===== config.mk =====
export PLATFORM = sky130hd
export DESIGN_NAME = glyph_column_rasterizer_core_flat
export DESIGN_NICKNAME = d
export VERILOG_FILES = /design/src/rtl/core/gcr_pkg.sv /design/src/rtl/core/gcr_ifs.sv /design/src/rtl/core/glyph_column_rasterizer_core.sv /design/src/rtl/core/gcr_front.sv /design/src/rtl/core/gcr_back.sv /design/src/flat_wrapper.sv
export VERILOG_INCLUDE_DIRS = /design/src /design/src/rtl/core
export SDC_FILE = /design/constraint.sdc
export NUM_CORES = 1
export LEC_CHECK = 0
export ABC_AREA = 1
export BUFFER_PORTS_ARGS = -buffer_cell sky130_fd_sc_hd__buf_4
export CAP_MARGIN = 20
export CORE_ASPECT_RATIO = 1.5
export CORE_MARGIN = 8
export CORE_UTILIZATION = 54
export CTS_CLUSTER_DIAMETER = 120
export CTS_CLUSTER_SIZE = 8
export DETAILED_ROUTE_END_ITERATION = 16
export PLACE_DENSITY = 0.84
export SLEW_MARGIN = 15
export SYNTH_ARGS = -nofsm -noshare
export SYNTH_HDL_FRONTEND = slang
export SYNTH_SLANG_ARGS = --single-unit

===== constraint.sdc =====
create_clock -name clk -period 5.25 [get_ports clk]
set_clock_uncertainty 0.2 [all_clocks]
set_input_delay 0.525 -clock clk [delete_from_list [all_inputs] [get_ports clk]]
set_output_delay 0.525 -clock clk [all_outputs]
set_load 0.01 [all_outputs]

===== src/rtl/core/glyph_column_rasterizer_core_defines.svh =====
// ---------------------------------------------------------------------------
// glyph column rasterizer assertion macros
// shared concurrent check templates, clocked on clk, disabled in reset
// ---------------------------------------------------------------------------
`ifndef GLYPH_COLUMN_RASTERIZER_CORE_DEFINES_SVH
`define GLYPH_COLUMN_RASTERIZER_CORE_DEFINES_SVH

// same-cycle implication
`define GCR_ASSERT_NOW(label, ante, cons, msg) \
  label: assert property (@(posedge clk) disable iff (!rst_n) (ante) |-> (cons)) \
    else $error(msg);

// next-cycle implication
`define GCR_ASSERT_NEXT(label, ante, cons, msg) \
  label: assert property (@(posedge clk) disable iff (!rst_n) (ante) |=> (cons)) \
    else $error(msg);

`endif


===== src/rtl/core/gcr_pkg.sv =====
// ---------------------------------------------------------------------------
// gcr_pkg
// shared widths, register codes, reset values and structs of the rasterizer
// ---------------------------------------------------------------------------
`default_nettype none

package gcr_pkg;

  localparam int MAX_PANEL = 1024;
  localparam int GLYPH_W   = 8;
  localparam int COORD_W   = 10;
  localparam int PANEL_W   = 11;
  localparam int COLOR_W   = 16;
  localparam int SIZE_W    = 6;
  localparam int BIT_IDX_W = 3;
  localparam int CFG_IDX_W = 3;
  localparam int CFG_DATA_W = 16;

  // input queue between front and back
  localparam int QDEPTH = 2;
  localparam int PTR_W  = 1;
  localparam int CNT_W  = 2;

  localparam logic [SIZE_W-1:0]  RST_GLYPH_SIZE = 6'd16;
  localparam logic [COLOR_W-1:0] RST_FG_COLOR   = 16'hF800;
  localparam logic [COLOR_W-1:0] RST_BG_COLOR   = 16'hFFFF;
  localparam logic [PANEL_W-1:0] RST_PANEL_W    = 11'd240;
  localparam logic [PANEL_W-1:0] RST_PANEL_H    = 11'd320;

  typedef enum logic [CFG_IDX_W-1:0] {
    CFG_GLYPH_SIZE   = 3'd0,
    CFG_FG_COLOR     = 3'd1,
    CFG_BG_COLOR     = 3'd2,
    CFG_TRANSPARENT  = 3'd3,
    CFG_PANEL_WIDTH  = 3'd4,
    CFG_PANEL_HEIGHT = 3'd5
  } gcr_cfg_idx_t;

  typedef struct packed {
    logic [SIZE_W-1:0]  glyph_size;
    logic [COLOR_W-1:0] fg_color;
    logic [COLOR_W-1:0] bg_color;
    logic               transparent;
    logic [PANEL_W-1:0] wmax;
    logic [PANEL_W-1:0] hmax;
  } gcr_cfg_t;

  // classified glyph byte as it sits in the queue
  typedef struct packed {
    logic [GLYPH_W-1:0] glyph;
    logic [GLYPH_W-1:0] emit_mask;
    logic [COORD_W-1:0] start_x;
    logic [COORD_W-1:0] start_y;
    logic               first;
    logic               size_ok;
  } gcr_item_t;

  typedef struct packed {
    logic [CNT_W-1:0] fill;
  } gcr_front_st_t;

  typedef struct packed {
    logic hold_v;
    logic hold_final;
    logic mid_byte;
  } gcr_back_st_t;

  function automatic logic size_renders(input logic [SIZE_W-1:0] s);
    return (s == 6'd12) || (s == 6'd16) || (s == 6'd24) || (s == 6'd32);
  endfunction

  function automatic logic [PANEL_W-1:0] cap_panel(input logic [PANEL_W-1:0] v);
    return (v > PANEL_W'(MAX_PANEL)) ? PANEL_W'(MAX_PANEL) : v;
  endfunction

endpackage

`default_nettype wire


===== src/rtl/core/gcr_ifs.sv =====
// ---------------------------------------------------------------------------
// gcr channel interfaces
// valid/ready channels for glyph bytes in and pixel writes out
// ---------------------------------------------------------------------------
`default_nettype none

interface gcr_in_if;
  import gcr_pkg::*;

  logic               valid;
  logic               ready;
  logic [GLYPH_W-1:0] glyph_byte;
  logic [COORD_W-1:0] start_x;
  logic [COORD_W-1:0] start_y;
  logic               first_byte;

  modport source (output valid, glyph_byte, start_x, start_y, first_byte, input ready);
  modport sink   (input valid, glyph_byte, start_x, start_y, first_byte, output ready);
endinterface

interface gcr_out_if;
  import gcr_pkg::*;

  logic               valid;
  logic               ready;
  logic [COORD_W-1:0] pixel_x;
  logic [COORD_W-1:0] pixel_y;
  logic [COLOR_W-1:0] pixel_color;
  logic               last_pixel;

  modport source (output valid, pixel_x, pixel_y, pixel_color, last_pixel, input ready);
  modport sink   (input valid, pixel_x, pixel_y, pixel_color, last_pixel, output ready);
endinterface

`default_nettype wire


===== src/rtl/core/glyph_column_rasterizer_core.sv =====
// path: each byte waits in the queue; its pixels pass the hold register and
//   the output register to out_ch, the last one flagged once its byte closes
// walk: one glyph bit per cycle in the back-end walker while the held pixel
//   can move on; a byte that halts, ends a column or renders nothing stops early
// reset: config back to 16 / 0xF800 / 0xFFFF / opaque / 240 x 320, cursor at 0,
//   character halted until a first byte, queue and output empty
`default_nettype none

`include "glyph_column_rasterizer_core_defines.svh"

// ---------------------------------------------------------------------------
// glyph_column_rasterizer_core
// turns column-major glyph bytes into RGB565 pixel writes on a panel
// ---------------------------------------------------------------------------
module glyph_column_rasterizer_core (
  input  wire logic                                 clk,
  input  wire logic                                 rst_n,
  gcr_in_if.sink                                    in_ch,
  gcr_out_if.source                                 out_ch,
  input  wire logic                                 cfg_we,
  input  wire logic [gcr_pkg::CFG_IDX_W-1:0]        cfg_index,
  input  wire logic [gcr_pkg::CFG_DATA_W-1:0]       cfg_wdata
);
  import gcr_pkg::*;

  // configuration registers
  logic [SIZE_W-1:0]  glyph_size_r;
  logic [COLOR_W-1:0] fg_color_r;
  logic [COLOR_W-1:0] bg_color_r;
  logic               transparent_r;
  logic [PANEL_W-1:0] panel_w_r;
  logic [PANEL_W-1:0] panel_h_r;

  gcr_cfg_t      cfg;
  gcr_item_t     q_item;
  logic          q_valid;
  logic          q_pop;
  gcr_front_st_t front_st;
  gcr_back_st_t  back_st;

  // writes to unknown indexes fall through and are dropped
  always_ff @(posedge clk) begin
    if (!rst_n) begin
      glyph_size_r  <= RST_GLYPH_SIZE;
      fg_color_r    <= RST_FG_COLOR;
      bg_color_r    <= RST_BG_COLOR;
      transparent_r <= 1'b0;
      panel_w_r     <= RST_PANEL_W;
      panel_h_r     <= RST_PANEL_H;
    end else if (cfg_we) begin
      case (cfg_index)
        CFG_GLYPH_SIZE:   glyph_size_r  <= cfg_wdata[SIZE_W-1:0];
        CFG_FG_COLOR:     fg_color_r    <= cfg_wdata[COLOR_W-1:0];
        CFG_BG_COLOR:     bg_color_r    <= cfg_wdata[COLOR_W-1:0];
        CFG_TRANSPARENT:  transparent_r <= cfg_wdata[0];
        CFG_PANEL_WIDTH:  panel_w_r     <= cfg_wdata[PANEL_W-1:0];
        CFG_PANEL_HEIGHT: panel_h_r     <= cfg_wdata[PANEL_W-1:0];
        default: ;
      endcase
    end
  end

  // panel limits clamp to the largest supported panel
  always_comb begin
    cfg.glyph_size  = glyph_size_r;
    cfg.fg_color    = fg_color_r;
    cfg.bg_color    = bg_color_r;
    cfg.transparent = transparent_r;
    cfg.wmax        = cap_panel(panel_w_r);
    cfg.hmax        = cap_panel(panel_h_r);
  end

  // front end: takes byte beats, precomputes which bits paint, queues them
  gcr_front u_front (
    .clk     (clk),
    .rst_n   (rst_n),
    .in_ch   (in_ch),
    .cfg     (cfg),
    .q_item  (q_item),
    .q_valid (q_valid),
    .q_pop   (q_pop),
    .st      (front_st)
  );

  // back end: one bit per cycle against the cursor unless stalled, pixels out
  gcr_back u_back (
    .clk     (clk),
    .rst_n   (rst_n),
    .cfg     (cfg),
    .q_item  (q_item),
    .q_valid (q_valid),
    .q_pop   (q_pop),
    .out_ch  (out_ch),
    .st      (back_st)
  );

  // queue only takes a beat while it has room
  `GCR_ASSERT_NOW(a_queue_room, in_ch.valid && in_ch.ready, front_st.fill < CNT_W'(QDEPTH), "gcr queue overflow")
  // a byte being walked stays at the queue head
  `GCR_ASSERT_NOW(a_mid_byte_queued, back_st.mid_byte, front_st.fill != '0, "gcr walker lost its byte")
  // a closed byte only marks a held pixel
  `GCR_ASSERT_NOW(a_final_held, back_st.hold_final, back_st.hold_v, "gcr final flag without pixel")
  // a closed held pixel leaves as the byte's last beat when the output frees up
  `GCR_ASSERT_NEXT(a_last_out, back_st.hold_final && (!out_ch.valid || out_ch.ready), out_ch.valid && out_ch.last_pixel, "gcr last pixel not delivered")

endmodule

`default_nettype wire


===== src/rtl/core/gcr_front.sv =====
// ---------------------------------------------------------------------------
// gcr_front
// accepts glyph bytes, classifies their bits and queues them for the walker
// ---------------------------------------------------------------------------
`default_nettype none

module gcr_front (
  input  wire logic               clk,
  input  wire logic               rst_n,
  gcr_in_if.sink                  in_ch,
  input  wire gcr_pkg::gcr_cfg_t  cfg,
  output gcr_pkg::gcr_item_t      q_item,
  output logic                    q_valid,
  input  wire logic               q_pop,
  output gcr_pkg::gcr_front_st_t  st
);
  import gcr_pkg::*;

  gcr_item_t        mem_r [QDEPTH];
  gcr_item_t        new_item;
  logic [PTR_W-1:0] wr_ptr_r, wr_ptr_nxt;
  logic [PTR_W-1:0] rd_ptr_r, rd_ptr_nxt;
  logic [CNT_W-1:0] count_r, count_nxt;
  logic             push;
  logic             pop;

  assign in_ch.ready = (count_r != CNT_W'(QDEPTH));
  assign push        = in_ch.valid && in_ch.ready;
  assign q_valid     = (count_r != '0);
  assign pop         = q_pop && q_valid;
  assign q_item      = mem_r[rd_ptr_r];
  assign st.fill     = count_r;

  // clear bits only emit when opaque
  always_comb begin
    new_item.glyph     = in_ch.glyph_byte;
    new_item.emit_mask = in_ch.glyph_byte | {GLYPH_W{~cfg.transparent}};
    new_item.start_x   = in_ch.start_x;
    new_item.start_y   = in_ch.start_y;
    new_item.first     = in_ch.first_byte;
    new_item.size_ok   = size_renders(cfg.glyph_size);
  end

  always_comb begin
    wr_ptr_nxt = push ? wr_ptr_r + PTR_W'(1) : wr_ptr_r;
    rd_ptr_nxt = pop ? rd_ptr_r + PTR_W'(1) : rd_ptr_r;
    count_nxt  = count_r + CNT_W'(push) - CNT_W'(pop);
  end

  always_ff @(posedge clk) begin
    if (!rst_n) begin
      wr_ptr_r <= '0;
      rd_ptr_r <= '0;
      count_r  <= '0;
    end else begin
      wr_ptr_r <= wr_ptr_nxt;
      rd_ptr_r <= rd_ptr_nxt;
      count_r  <= count_nxt;
    end
  end

  always_ff @(posedge clk) begin
    if (push) begin
      mem_r[wr_ptr_r] <= new_item;
    end
  end

endmodule

`default_nettype wire


===== src/rtl/core/gcr_back.sv =====
// ---------------------------------------------------------------------------
// gcr_back
// walks one glyph bit per cycle unless stalled, keeps cursor, drives pixels
// ---------------------------------------------------------------------------
`default_nettype none

module gcr_back (
  input  wire logic                clk,
  input  wire logic                rst_n,
  input  wire gcr_pkg::gcr_cfg_t   cfg,
  input  wire gcr_pkg::gcr_item_t  q_item,
  input  wire logic                q_valid,
  output logic                     q_pop,
  gcr_out_if.source                out_ch,
  output gcr_pkg::gcr_back_st_t    st
);
  import gcr_pkg::*;

  // cursor state
  logic [PANEL_W-1:0]   cursor_x_r, cursor_x_nxt;
  logic [PANEL_W-1:0]   cursor_y_r, cursor_y_nxt;
  logic [COORD_W-1:0]   top_row_r, top_row_nxt;
  logic                 halted_r, halted_nxt;
  logic [BIT_IDX_W-1:0] bit_idx_r, bit_idx_nxt;

  // held pixel, waits until it is known whether it closes the byte
  logic                 hold_v_r, hold_v_nxt;
  logic                 hold_final_r, hold_final_nxt;
  logic [COORD_W-1:0]   hold_x_r, hold_x_nxt;
  logic [COORD_W-1:0]   hold_y_r, hold_y_nxt;
  logic [COLOR_W-1:0]   hold_c_r, hold_c_nxt;

  // output register
  logic                 out_v_r, out_v_nxt;
  logic [COORD_W-1:0]   out_x_r, out_x_nxt;
  logic [COORD_W-1:0]   out_y_r, out_y_nxt;
  logic [COLOR_W-1:0]   out_c_r, out_c_nxt;
  logic                 out_last_r, out_last_nxt;

  logic                 load;
  logic [PANEL_W-1:0]   eff_x, eff_y, x1, y1, col_diff;
  logic [COORD_W-1:0]   eff_top;
  logic                 halted_eff;
  logic                 skip;
  logic [GLYPH_W-1:0]   glyph_sh, emit_sh;
  logic                 pix_set, emit;
  logic                 hstop, col_end, wstop, byte_end;
  logic                 out_free, step, hold_move;

  always_comb begin
    load       = (bit_idx_r == '0) && q_item.first;
    eff_x      = load ? PANEL_W'(q_item.start_x) : cursor_x_r;
    eff_y      = load ? PANEL_W'(q_item.start_y) : cursor_y_r;
    eff_top    = load ? q_item.start_y : top_row_r;
    halted_eff = load ? 1'b0 : halted_r;
    skip       = halted_eff || !q_item.size_ok;

    glyph_sh   = q_item.glyph << bit_idx_r;
    emit_sh    = q_item.emit_mask << bit_idx_r;
    pix_set    = glyph_sh[GLYPH_W-1];
    emit       = q_valid && !skip && emit_sh[GLYPH_W-1];

    y1         = eff_y + PANEL_W'(1);
    x1         = eff_x + PANEL_W'(1);
    hstop      = (y1 >= cfg.hmax);
    col_diff   = y1 - PANEL_W'(eff_top);
    col_end    = !hstop && (col_diff == PANEL_W'(cfg.glyph_size));
    wstop      = (x1 >= cfg.wmax);
    byte_end   = skip || hstop || col_end || (bit_idx_r == {BIT_IDX_W{1'b1}});

    out_free   = !out_v_r || out_ch.ready;
    step       = q_valid && (!hold_v_r ||
                             (hold_final_r ? out_free : (!emit || out_free)));
    hold_move  = hold_v_r && out_free && (hold_final_r || (step && emit));
    q_pop      = step && byte_end;
  end

  // cursor walk
  always_comb begin
    cursor_x_nxt = cursor_x_r;
    cursor_y_nxt = cursor_y_r;
    top_row_nxt  = top_row_r;
    halted_nxt   = halted_r;
    bit_idx_nxt  = bit_idx_r;
    if (step) begin
      top_row_nxt = eff_top;
      bit_idx_nxt = byte_end ? '0 : bit_idx_r + BIT_IDX_W'(1);
      if (skip) begin
        cursor_x_nxt = eff_x;
        cursor_y_nxt = eff_y;
        halted_nxt   = halted_eff;
      end else if (hstop) begin
        cursor_x_nxt = eff_x;
        cursor_y_nxt = y1;
        halted_nxt   = 1'b1;
      end else if (col_end) begin
        cursor_x_nxt = x1;
        cursor_y_nxt = PANEL_W'(eff_top);
        halted_nxt   = wstop;
      end else begin
        cursor_x_nxt = eff_x;
        cursor_y_nxt = y1;
        halted_nxt   = 1'b0;
      end
    end
  end

  // hold stage
  always_comb begin
    hold_v_nxt     = hold_v_r;
    hold_final_nxt = hold_final_r;
    hold_x_nxt     = hold_x_r;
    hold_y_nxt     = hold_y_r;
    hold_c_nxt     = hold_c_r;
    if (step && emit) begin
      hold_v_nxt     = 1'b1;
      hold_final_nxt = byte_end;
      hold_x_nxt     = eff_x[COORD_W-1:0];
      hold_y_nxt     = eff_y[COORD_W-1:0];
      hold_c_nxt     = pix_set ? cfg.fg_color : cfg.bg_color;
    end else if (hold_move) begin
      hold_v_nxt     = 1'b0;
      hold_final_nxt = 1'b0;
    end else if (step && byte_end && hold_v_r) begin
      hold_final_nxt = 1'b1;
    end
  end

  // output register
  always_comb begin
    out_v_nxt    = out_v_r;
    out_x_nxt    = out_x_r;
    out_y_nxt    = out_y_r;
    out_c_nxt    = out_c_r;
    out_last_nxt = out_last_r;
    if (hold_move) begin
      out_v_nxt    = 1'b1;
      out_x_nxt    = hold_x_r;
      out_y_nxt    = hold_y_r;
      out_c_nxt    = hold_c_r;
      out_last_nxt = hold_final_r;
    end else if (out_ch.ready) begin
      out_v_nxt    = 1'b0;
    end
  end

  always_ff @(posedge clk) begin
    if (!rst_n) begin
      cursor_x_r   <= '0;
      cursor_y_r   <= '0;
      top_row_r    <= '0;
      halted_r     <= 1'b1;
      bit_idx_r    <= '0;
      hold_v_r     <= 1'b0;
      hold_final_r <= 1'b0;
      out_v_r      <= 1'b0;
    end else begin
      cursor_x_r   <= cursor_x_nxt;
      cursor_y_r   <= cursor_y_nxt;
      top_row_r    <= top_row_nxt;
      halted_r     <= halted_nxt;
      bit_idx_r    <= bit_idx_nxt;
      hold_v_r     <= hold_v_nxt;
      hold_final_r <= hold_final_nxt;
      out_v_r      <= out_v_nxt;
    end
  end

  always_ff @(posedge clk) begin
    hold_x_r   <= hold_x_nxt;
    hold_y_r   <= hold_y_nxt;
    hold_c_r   <= hold_c_nxt;
    out_x_r    <= out_x_nxt;
    out_y_r    <= out_y_nxt;
    out_c_r    <= out_c_nxt;
    out_last_r <= out_last_nxt;
  end

  assign out_ch.valid       = out_v_r;
  assign out_ch.pixel_x     = out_x_r;
  assign out_ch.pixel_y     = out_y_r;
  assign out_ch.pixel_color = out_c_r;
  assign out_ch.last_pixel  = out_last_r;

  assign st.hold_v     = hold_v_r;
  assign st.hold_final = hold_final_r;
  assign st.mid_byte   = (bit_idx_r != '0);

endmodule

`default_nettype wire


===== src/flat_wrapper.sv =====
// flat-port wrapper written by rule: the top's interface ports become plain ports
module glyph_column_rasterizer_core_flat import gcr_pkg::*;
  (clk, rst_n, cfg_we, cfg_index, cfg_wdata, in_ch_valid, in_ch_glyph_byte, in_ch_start_x, in_ch_start_y, in_ch_first_byte, in_ch_ready, out_ch_valid, out_ch_pixel_x, out_ch_pixel_y, out_ch_pixel_color, out_ch_last_pixel, out_ch_ready);
  gcr_in_if in_ch_i ();
  gcr_out_if out_ch_i ();
  input  wire logic clk;
  input  wire logic rst_n;
  input  wire logic cfg_we;
  input  wire logic [gcr_pkg::CFG_IDX_W-1:0] cfg_index;
  input  wire logic [gcr_pkg::CFG_DATA_W-1:0] cfg_wdata;
  input wire logic [$bits(in_ch_i.valid)-1:0] in_ch_valid;
  input wire logic [$bits(in_ch_i.glyph_byte)-1:0] in_ch_glyph_byte;
  input wire logic [$bits(in_ch_i.start_x)-1:0] in_ch_start_x;
  input wire logic [$bits(in_ch_i.start_y)-1:0] in_ch_start_y;
  input wire logic [$bits(in_ch_i.first_byte)-1:0] in_ch_first_byte;
  output wire logic [$bits(in_ch_i.ready)-1:0] in_ch_ready;
  output wire logic [$bits(out_ch_i.valid)-1:0] out_ch_valid;
  output wire logic [$bits(out_ch_i.pixel_x)-1:0] out_ch_pixel_x;
  output wire logic [$bits(out_ch_i.pixel_y)-1:0] out_ch_pixel_y;
  output wire logic [$bits(out_ch_i.pixel_color)-1:0] out_ch_pixel_color;
  output wire logic [$bits(out_ch_i.last_pixel)-1:0] out_ch_last_pixel;
  input wire logic [$bits(out_ch_i.ready)-1:0] out_ch_ready;
  assign in_ch_i.valid = in_ch_valid;
  assign in_ch_i.glyph_byte = in_ch_glyph_byte;
  assign in_ch_i.start_x = in_ch_start_x;
  assign in_ch_i.start_y = in_ch_start_y;
  assign in_ch_i.first_byte = in_ch_first_byte;
  assign in_ch_ready = in_ch_i.ready;
  assign out_ch_valid = out_ch_i.valid;
  assign out_ch_pixel_x = out_ch_i.pixel_x;
  assign out_ch_pixel_y = out_ch_i.pixel_y;
  assign out_ch_pixel_color = out_ch_i.pixel_color;
  assign out_ch_last_pixel = out_ch_i.last_pixel;
  assign out_ch_i.ready = out_ch_ready;
  glyph_column_rasterizer_core u_core (.clk(clk), .rst_n(rst_n), .in_ch(in_ch_i), .out_ch(out_ch_i), .cfg_we(cfg_we), .cfg_index(cfg_index), .cfg_wdata(cfg_wdata));
endmodule

* Word-level counts from Yosys, hierarchy flattened
Memories as Yosys holds them, arrays and structs flattened. A register that Yosys moved wholly into a read port is not among the register bits. Cells that the tools add are included.
Word-level totals: memories kept 1, output and inout bits 39, flip-flop bits (word level) 177, memory bits (writable) 76, bits of input ports 53, logic and storage cells 123
Cells by class: equal/unequal tests 12, $add $sub $neg 8, $lt $le $gt $ge 4, shift-type cells 2, reduce and logical (&&, ||, !) cells 41, muxes and demuxes 29, bitwise gates (word level) 2
Memory list:
- u_core.u_front.mem_r | depth 2, width 38, rd ports 1, clocked after memory_dff 1, wr ports 1, RTL line gcr_front.sv:19 | gcr_item_t mem_r [QDEPTH];
Operators by type and width (number):
- 2-to-1 mux 11 bit | 10
- adder 11 x 1 -> 11 bit (second input constant) | 2
- greater-or-equal comparator 11 bit | 2
- > comparator 11 bit (second input constant) | 2
- 2-to-1 mux 1 bit | 16
- 2-to-1 mux 16 bit | 1
- left shift 8 x 3 -> 8 bit | 2
- equality test 6 x 5 -> 1 bit (second input constant) | 2
- logical AND 1 bit | 12
- AND reduction 2 bit | 6
- equality test 11 x 6 -> 1 bit | 1
- logical OR 1 bit | 11
- subtractor 11 x 10 -> 11 bit | 1
- 2-to-1 mux 10 bit | 1
- equality test 3 bit (second input constant) | 3
- bitwise OR 8 bit | 1
- equality test 3 x 2 -> 1 bit (second input constant) | 2
- equality test 6 x 4 -> 1 bit (second input constant) | 1
- equality test 6 bit (second input constant) | 1
- zero test 1 bit | 6
- zero test 3 bit | 2
- nonzero test 2 bit | 3
- adder 3 x 1 -> 3 bit (second input constant) | 1
- equality test 3 x 1 -> 1 bit (second input constant) | 1
- 7 further kinds | 8

* Depth between registers and ports, before layout
depth in word-level cells 17, gate-level depth with buffers 38, gate-level depth less buffers 35

* By module
From an unflattened synthesis, not the netlist that was laid out.
Second synthesis, totals: cell total of the unflattened synthesis 1311, area total of the unflattened synthesis 12132.9 um2
Modules (own cells, without submodules):
- gcr_back | area each 6587.6 um2, times used 1, cells each 809, seq. area each 2972.9 um2
- gcr_front | area each 3155.5 um2, times used 1, cells each 178, seq. area each 2382.3 um2
- glyph_column_rasterizer_core | area each 2389.8 um2, times used 1, cells each 324, seq. area each 1221.2 um2

* Worst setup path before layout
Ideal clock, no wire load.
kind register to register, from register u_core.u_back.bit_idx_r[0], to register u_core.u_front.count_r[1] (netlist: u_core.u_front.st[1]), required time 4980 ps, setup time 70 ps, arrival 4851 ps, path slack 130 ps, stages on the path, launching flop included 35, path buffers 3, clock period less this slack 5120 ps, path through dfxtp_1 -> buf_2 -> clkinv_1 -> ha_1 -> inv_1 -> nor2_2 -> nand2_4 -> buf_12 -> inv_2 -> buf_2 -> o21ai_2 -> ha_1 -> nand3_4 -> nor2_2 -> nand2_1 -> o21ai_0 -> inv_1 -> ha_1 -> a21oi_1 -> nor2_1 -> nor2_1 -> nand3_1 -> nor2_1 -> nand3_1 -> nor3_2 -> nand3_2 -> nand2_2 -> inv_2 -> nor2_4 -> ha_1 -> inv_1 -> ha_1 -> xor2_1 -> o21ai_0 -> a21oi_1
Between the ends: elaborated cells between the ends (all ways) 28, those cells by class add/sub: 3; order compare: 1; eq/ne: 2; shift: 1; mux: 4; reduce/logical: 17
RTL lines:
- start, declared | RTL line gcr_back.sv:24 | logic [BIT_IDX_W-1:0] bit_idx_r, bit_idx_nxt;
- start signal, assigned | RTL line gcr_back.sv:162 | bit_idx_r <= bit_idx_nxt;
- zero test 3 bit * | RTL line gcr_back.sv:51 | load = (bit_idx_r == '0) && q_item.first;
- logical AND 1 bit * | RTL line gcr_back.sv:51
- 2-to-1 mux 11 bit * | RTL line gcr_back.sv:53 | eff_y = load ? PANEL_W'(q_item.start_y) : cursor_y_r;
- named net u_core.u_back.eff_y[0] | RTL line gcr_back.sv:41 | logic [PANEL_W-1:0] eff_x, eff_y, x1, y1, col_diff;
- adder 11 x 1 -> 11 bit * | RTL line gcr_back.sv:63 | y1 = eff_y + PANEL_W'(1);
- subtractor 11 x 10 -> 11 bit or greater-or-equal comparator 11 bit (tied branches) | RTL line gcr_back.sv:66, gcr_back.sv:65
- equality test 11 x 6 -> 1 bit or zero test 1 bit (tied branches) | RTL line gcr_back.sv:67 | col_end = !hstop && (col_diff == PANEL_W'(cfg.glyph_size));
- logical AND 1 bit | RTL line gcr_back.sv:67
- logical OR 1 bit * (2 in a row) | RTL line gcr_back.sv:69 | byte_end = skip || hstop || col_end || (bit_idx_r == {BIT_IDX_W{1'b1}});
- logical AND 1 bit * | RTL line gcr_back.sv:75 | q_pop = step && byte_end;
- logical AND 1 bit * | RTL line gcr_front.sv:30 | assign pop = q_pop && q_valid;
- named net u_core.u_front.pop | RTL line gcr_front.sv:25 | logic pop;
- subtractor 2 x 1 -> 2 bit * | RTL line gcr_front.sv:47 | count_nxt = count_r + CNT_W'(push) - CNT_W'(pop);
- end signal, assigned | RTL line gcr_front.sv:58 | count_r <= count_nxt;
- end, declared | RTL line gcr_front.sv:23 | logic [CNT_W-1:0] count_r, count_nxt;
The timed path passes the listed nets; every way through them passes the cells marked *. A chain may end at the register's enable or synchronous reset.

* Final worst setup path
from register u_core.u_back.bit_idx_r[1], to register u_core.u_front.count_r[1] (netlist: u_core.u_front.st[1])
Same word-level chain as after synthesis.

==> run_results.csv <==
group,metric,value,unit
run_status,status,"complete, no violations",
place,hpwl,19800,µm
yosys,synth_most_common_cell,"nand2_1",
yosys,syn_area_per_cell,9.19,µm²
setup_path,timing.critical_path.slowest_stage_cell,"xor2_1",
clocking,clk_latency,510,ps
yosys,synth_common_cells,"nand2_1 (305), edfxtp_1 (149), nor2_1 (141)",
clocking,numCtsBuffers,37,
floorplanning,die_area,27100,µm²
routing,initialDrtViolationCount,610,
place,dp.cells,1630,
setup_path,worstSetupStartpointType,"flip-flop",
setup_path,max_stage_delay,410,ps
yosys,synthDistinctLibCells,49,
yosys,ys_top_cells_by_area,"edfxtp_1 (38%), dfxtp_1 (18%), nand2_1 (9.6%), nand3_1 (4.6%), nor2_1 (4.5%)",
routing,wl,27900,µm
yosys,netlist_area,11900,µm²
final_layout,nNetsFinal,1526,
setup_path,rr_startpoint,"u_core.u_back.bit_idx_r[1]",
timing,maxSlewViolCount,0,
timing,whs,17.0,ps
setup_path,path_common_cell,"nand2_1",
clocking,root_buffer,"clkbuf_16",
yosys,yosys.area.top_type_share,37.7,%
yosys,synth_seq_cells,254,
routing,ant_nets,0,
clocking,cts_tree,"built",
floorplanning,die_w,137,µm
setup_path,reg2reg_slack,370,ps
grt,grt_pass1_vias,9406,
setup_path,worst-path-max-fanout,7,
final_layout,final_core_util,66.2,%
timing,fmax,205,MHz
yosys,async_reset_ff_share,0,%
hold_path,whs_endpoint,"u_core.u_front.mem_r[1][12]",
place,postPlaceCellArea,12800,µm²
place,place.gp.congestion,0.915,
final_layout,antenna_cells,0,
power_and_ir_drop,p_leak,6.14,nW
final_layout,drive_gt1_share,16.7,%
place,port_buffers,91,
floorplanning,fp-row-count,66,
timing,worst_pin_slew,834,ps
routing,wl_per_cell,16.1,µm
yosys,synthAdderAreaFrac,4.28,%
yosys,ys_seq_area_share,55.4,%
grt,grt_first_pass_wirelength,44700,µm
setup_path,reg2regPathDepth,31,
grt,grt_overflow,0,
power_and_ir_drop,vdd_drop_max,431,µV
floorplanning,start_util,54.9,%
timing,period_needed,4880,ps
timing,finalHoldViolations,0,
hold_path,hp-class,"in -> reg",
yosys,synth_xor_area_share,1.33,%
clocking,htree_num_levels,2,
setup_path,timing.rr.end,"u_core.u_front.st[1]",
floorplanning,pin_count,92,
routing,num_vias,9369,
timing,fin_tns_setup,0,ps
final_layout,syn2layout_area_growth,20.6,%
yosys,ys.flop_type,"edfxtp_1",
yosys,synth_top_area_cell,"edfxtp_1",
clocking,cts_sinks,254,
yosys,muxShareOfSynthArea,1.77,%
routing,drc_errors,0,
hold_path,hold_depth,1,
routing,via_per_inst,5.41,
yosys,synth_compound_area_share,8.36,%
grt,grt_max_degree,86,
hold_path,hp-start,"in_ch_start_x[0]",
yosys,synth_top_family_by_area,"simple AND/OR/NAND/NOR gates",
floorplanning,die_y,198,µm
grt,track_usage,20.5,%
floorplanning,core,21600,µm²
routing,drtPass1Iterations,7,
yosys,synth-edff-count,149,
setup_path,worst_ep_arrival_time,5120,ps
timing,maxSlewHeadroom,44.2,%
timing,setup_viol,0,
setup_path,cp-startpoint,"u_core.u_back.bit_idx_r[1]",
timing,fin_crit_sh,93.0,%
clocking,cts_buffer_depth,3,
setup_path,cp.required,5490,ps
setup_path,critPathCaptureType,"flip-flop",
final_layout,fin_area,14300,µm²
setup_path,critPathKind,"reg -> reg",
power_and_ir_drop,power_density,646,nW/µm²
final_layout,fin_cells,1731,
yosys,syn_inst,1293,
clocking,clk_pin_slew,50,ps
flow_run,cap_violations,0,
yosys,synth-simple-area-share,22.8,%
grt,antenna_found_initial,0,
yosys,ys_warn_count,0,
yosys,syn_nets,1386,
[critical path, delay by kind of cell, from the launching register on]
kind	cells	cell delay, ps
and+or+nand+nor	14	1560
AOI/OAI and AO/OA	4	500
DFF	1	350
adders and majority gates	5	1150
xor gates and xnor gates	2	600
buffers and inverters	6	440
[state kept, by name, indices dropped and copies added (netlist names), 10 cells and up, named ones only]
| name | count |
|---|---|
| u_core.bg_color_r | 16 |
| u_core.fg_color_r | 16 |
| u_core.panel_h_r | 11 |
| u_core.panel_w_r | 11 |
| u_core.u_back.cursor_x_r | 11 |
| u_core.u_back.cursor_y_r | 11 |
| u_core.u_back.hold_c_r | 16 |
| u_core.u_back.hold_x_r | 10 |
| u_core.u_back.hold_y_r | 10 |
| u_core.u_back.out_ch.pixel_color | 16 |
| u_core.u_back.out_ch.pixel_x | 10 |
| u_core.u_back.out_ch.pixel_y | 10 |
| u_core.u_back.top_row_r | 10 |
| u_core.u_front.mem_r | 76 |
[worst max-delay path by stage]
| stage | to | slack (ps) | depth (start not counted) |
|---|---|---|---|
| floorplan | u_core.u_front.st[1] | 130 | 34 |
| global placement | u_core.u_front.st[1] | 340 | 31 |
| detailed placement | u_core.u_front.st[1] | 130 | 32 |
| CTS | u_core.u_front.st[1] | 120 | 32 |
| global route | u_core.u_front.st[1] | -70 | 33 |
| finish | u_core.u_front.st[1] | 370 | 31 |
[final cells by class]
type | instances | area, µm²
Clock buffer | 63 | 1050
Clock inverter | 2 | 38.8
Fill cell | 1669 | 7310
Inverter | 126 | 473
Multi-Input combinational cell | 869 | 4650
Sequential cell | 254 | 6580
Tap cell | 272 | 340
Timing Repair Buffer | 145 | 1190
[where the power goes]
group	leakage (nW)	internal, mW	switching [mW]
clock network	0.520	1.36	0.826
registers	2.19	2.48	0.132
logic	3.43	1.58	2.87
[kinds of logic after synthesis]
family | after synthesis
multiplexers | 19
AO/OA/AOI/OAI | 171
XOR/XNOR | 18
buffers and inverters | 170
flip-flops | 254
AND/OR/NAND/NOR | 621
adder cells (fa/ha/maj) | 40
[layout by cell type (no fill, tap or decap), types with 4 or more instances in the layout]
master and instances:
nor3_1 6, edfxtp_1 149, dfxtp_1 103, inv_1 115, o21ai_0 80, nand2_4 5, nor2_4 6, nand2_1 304
or2_2 11, mux2_2 16, nor4_1 5, nor2_1 137, inv_2 5, o31ai_4 4, xnor2_1 7, o21ai_1 4
clkinv_1 6, a21oi_1 60, xor2_1 11, dlygate4sd3_1 26, nand4_1 12, nand3_1 108, nand2_2 13, buf_4 116
clkbuf_16 38, o21ai_2 6, clkbuf_1 24, ha_1 36
[repair_timing]
item | CTS | global route
endpoints found under the hold margin | 49 | 2
gates resized for setup | 0 | 14
buffers inserted | 0 | 8
setup endpoints to repair | 0 | 2
hold buffers | 25 | 1
[metrics by stage]
| stage | setup WS [ps] | total power [mW] |
|---|---|---|
| floorplan | 130 | 5.92 |
| global placement | 338 | 6.74 |
| detailed placement | 125 | 6.85 |
| CTS | 123 | 9.09 |
| global route | -70.4 | 9.93 |
| finish | 366 | 9.25 |
[layer usage]
metal | global-route usage [%] | share of wire (%) | wire length, µm
met3 | 3.87 | 6.3 | 1750
met2 | 37.3 | 53 | 14700
met1 | 21.8 | 37 | 10300
met4 | 10.5 | 4.3 | 1200
met5 | 0 | 0 | 0
No activity file was read; power rests on OpenSTA's default activity.
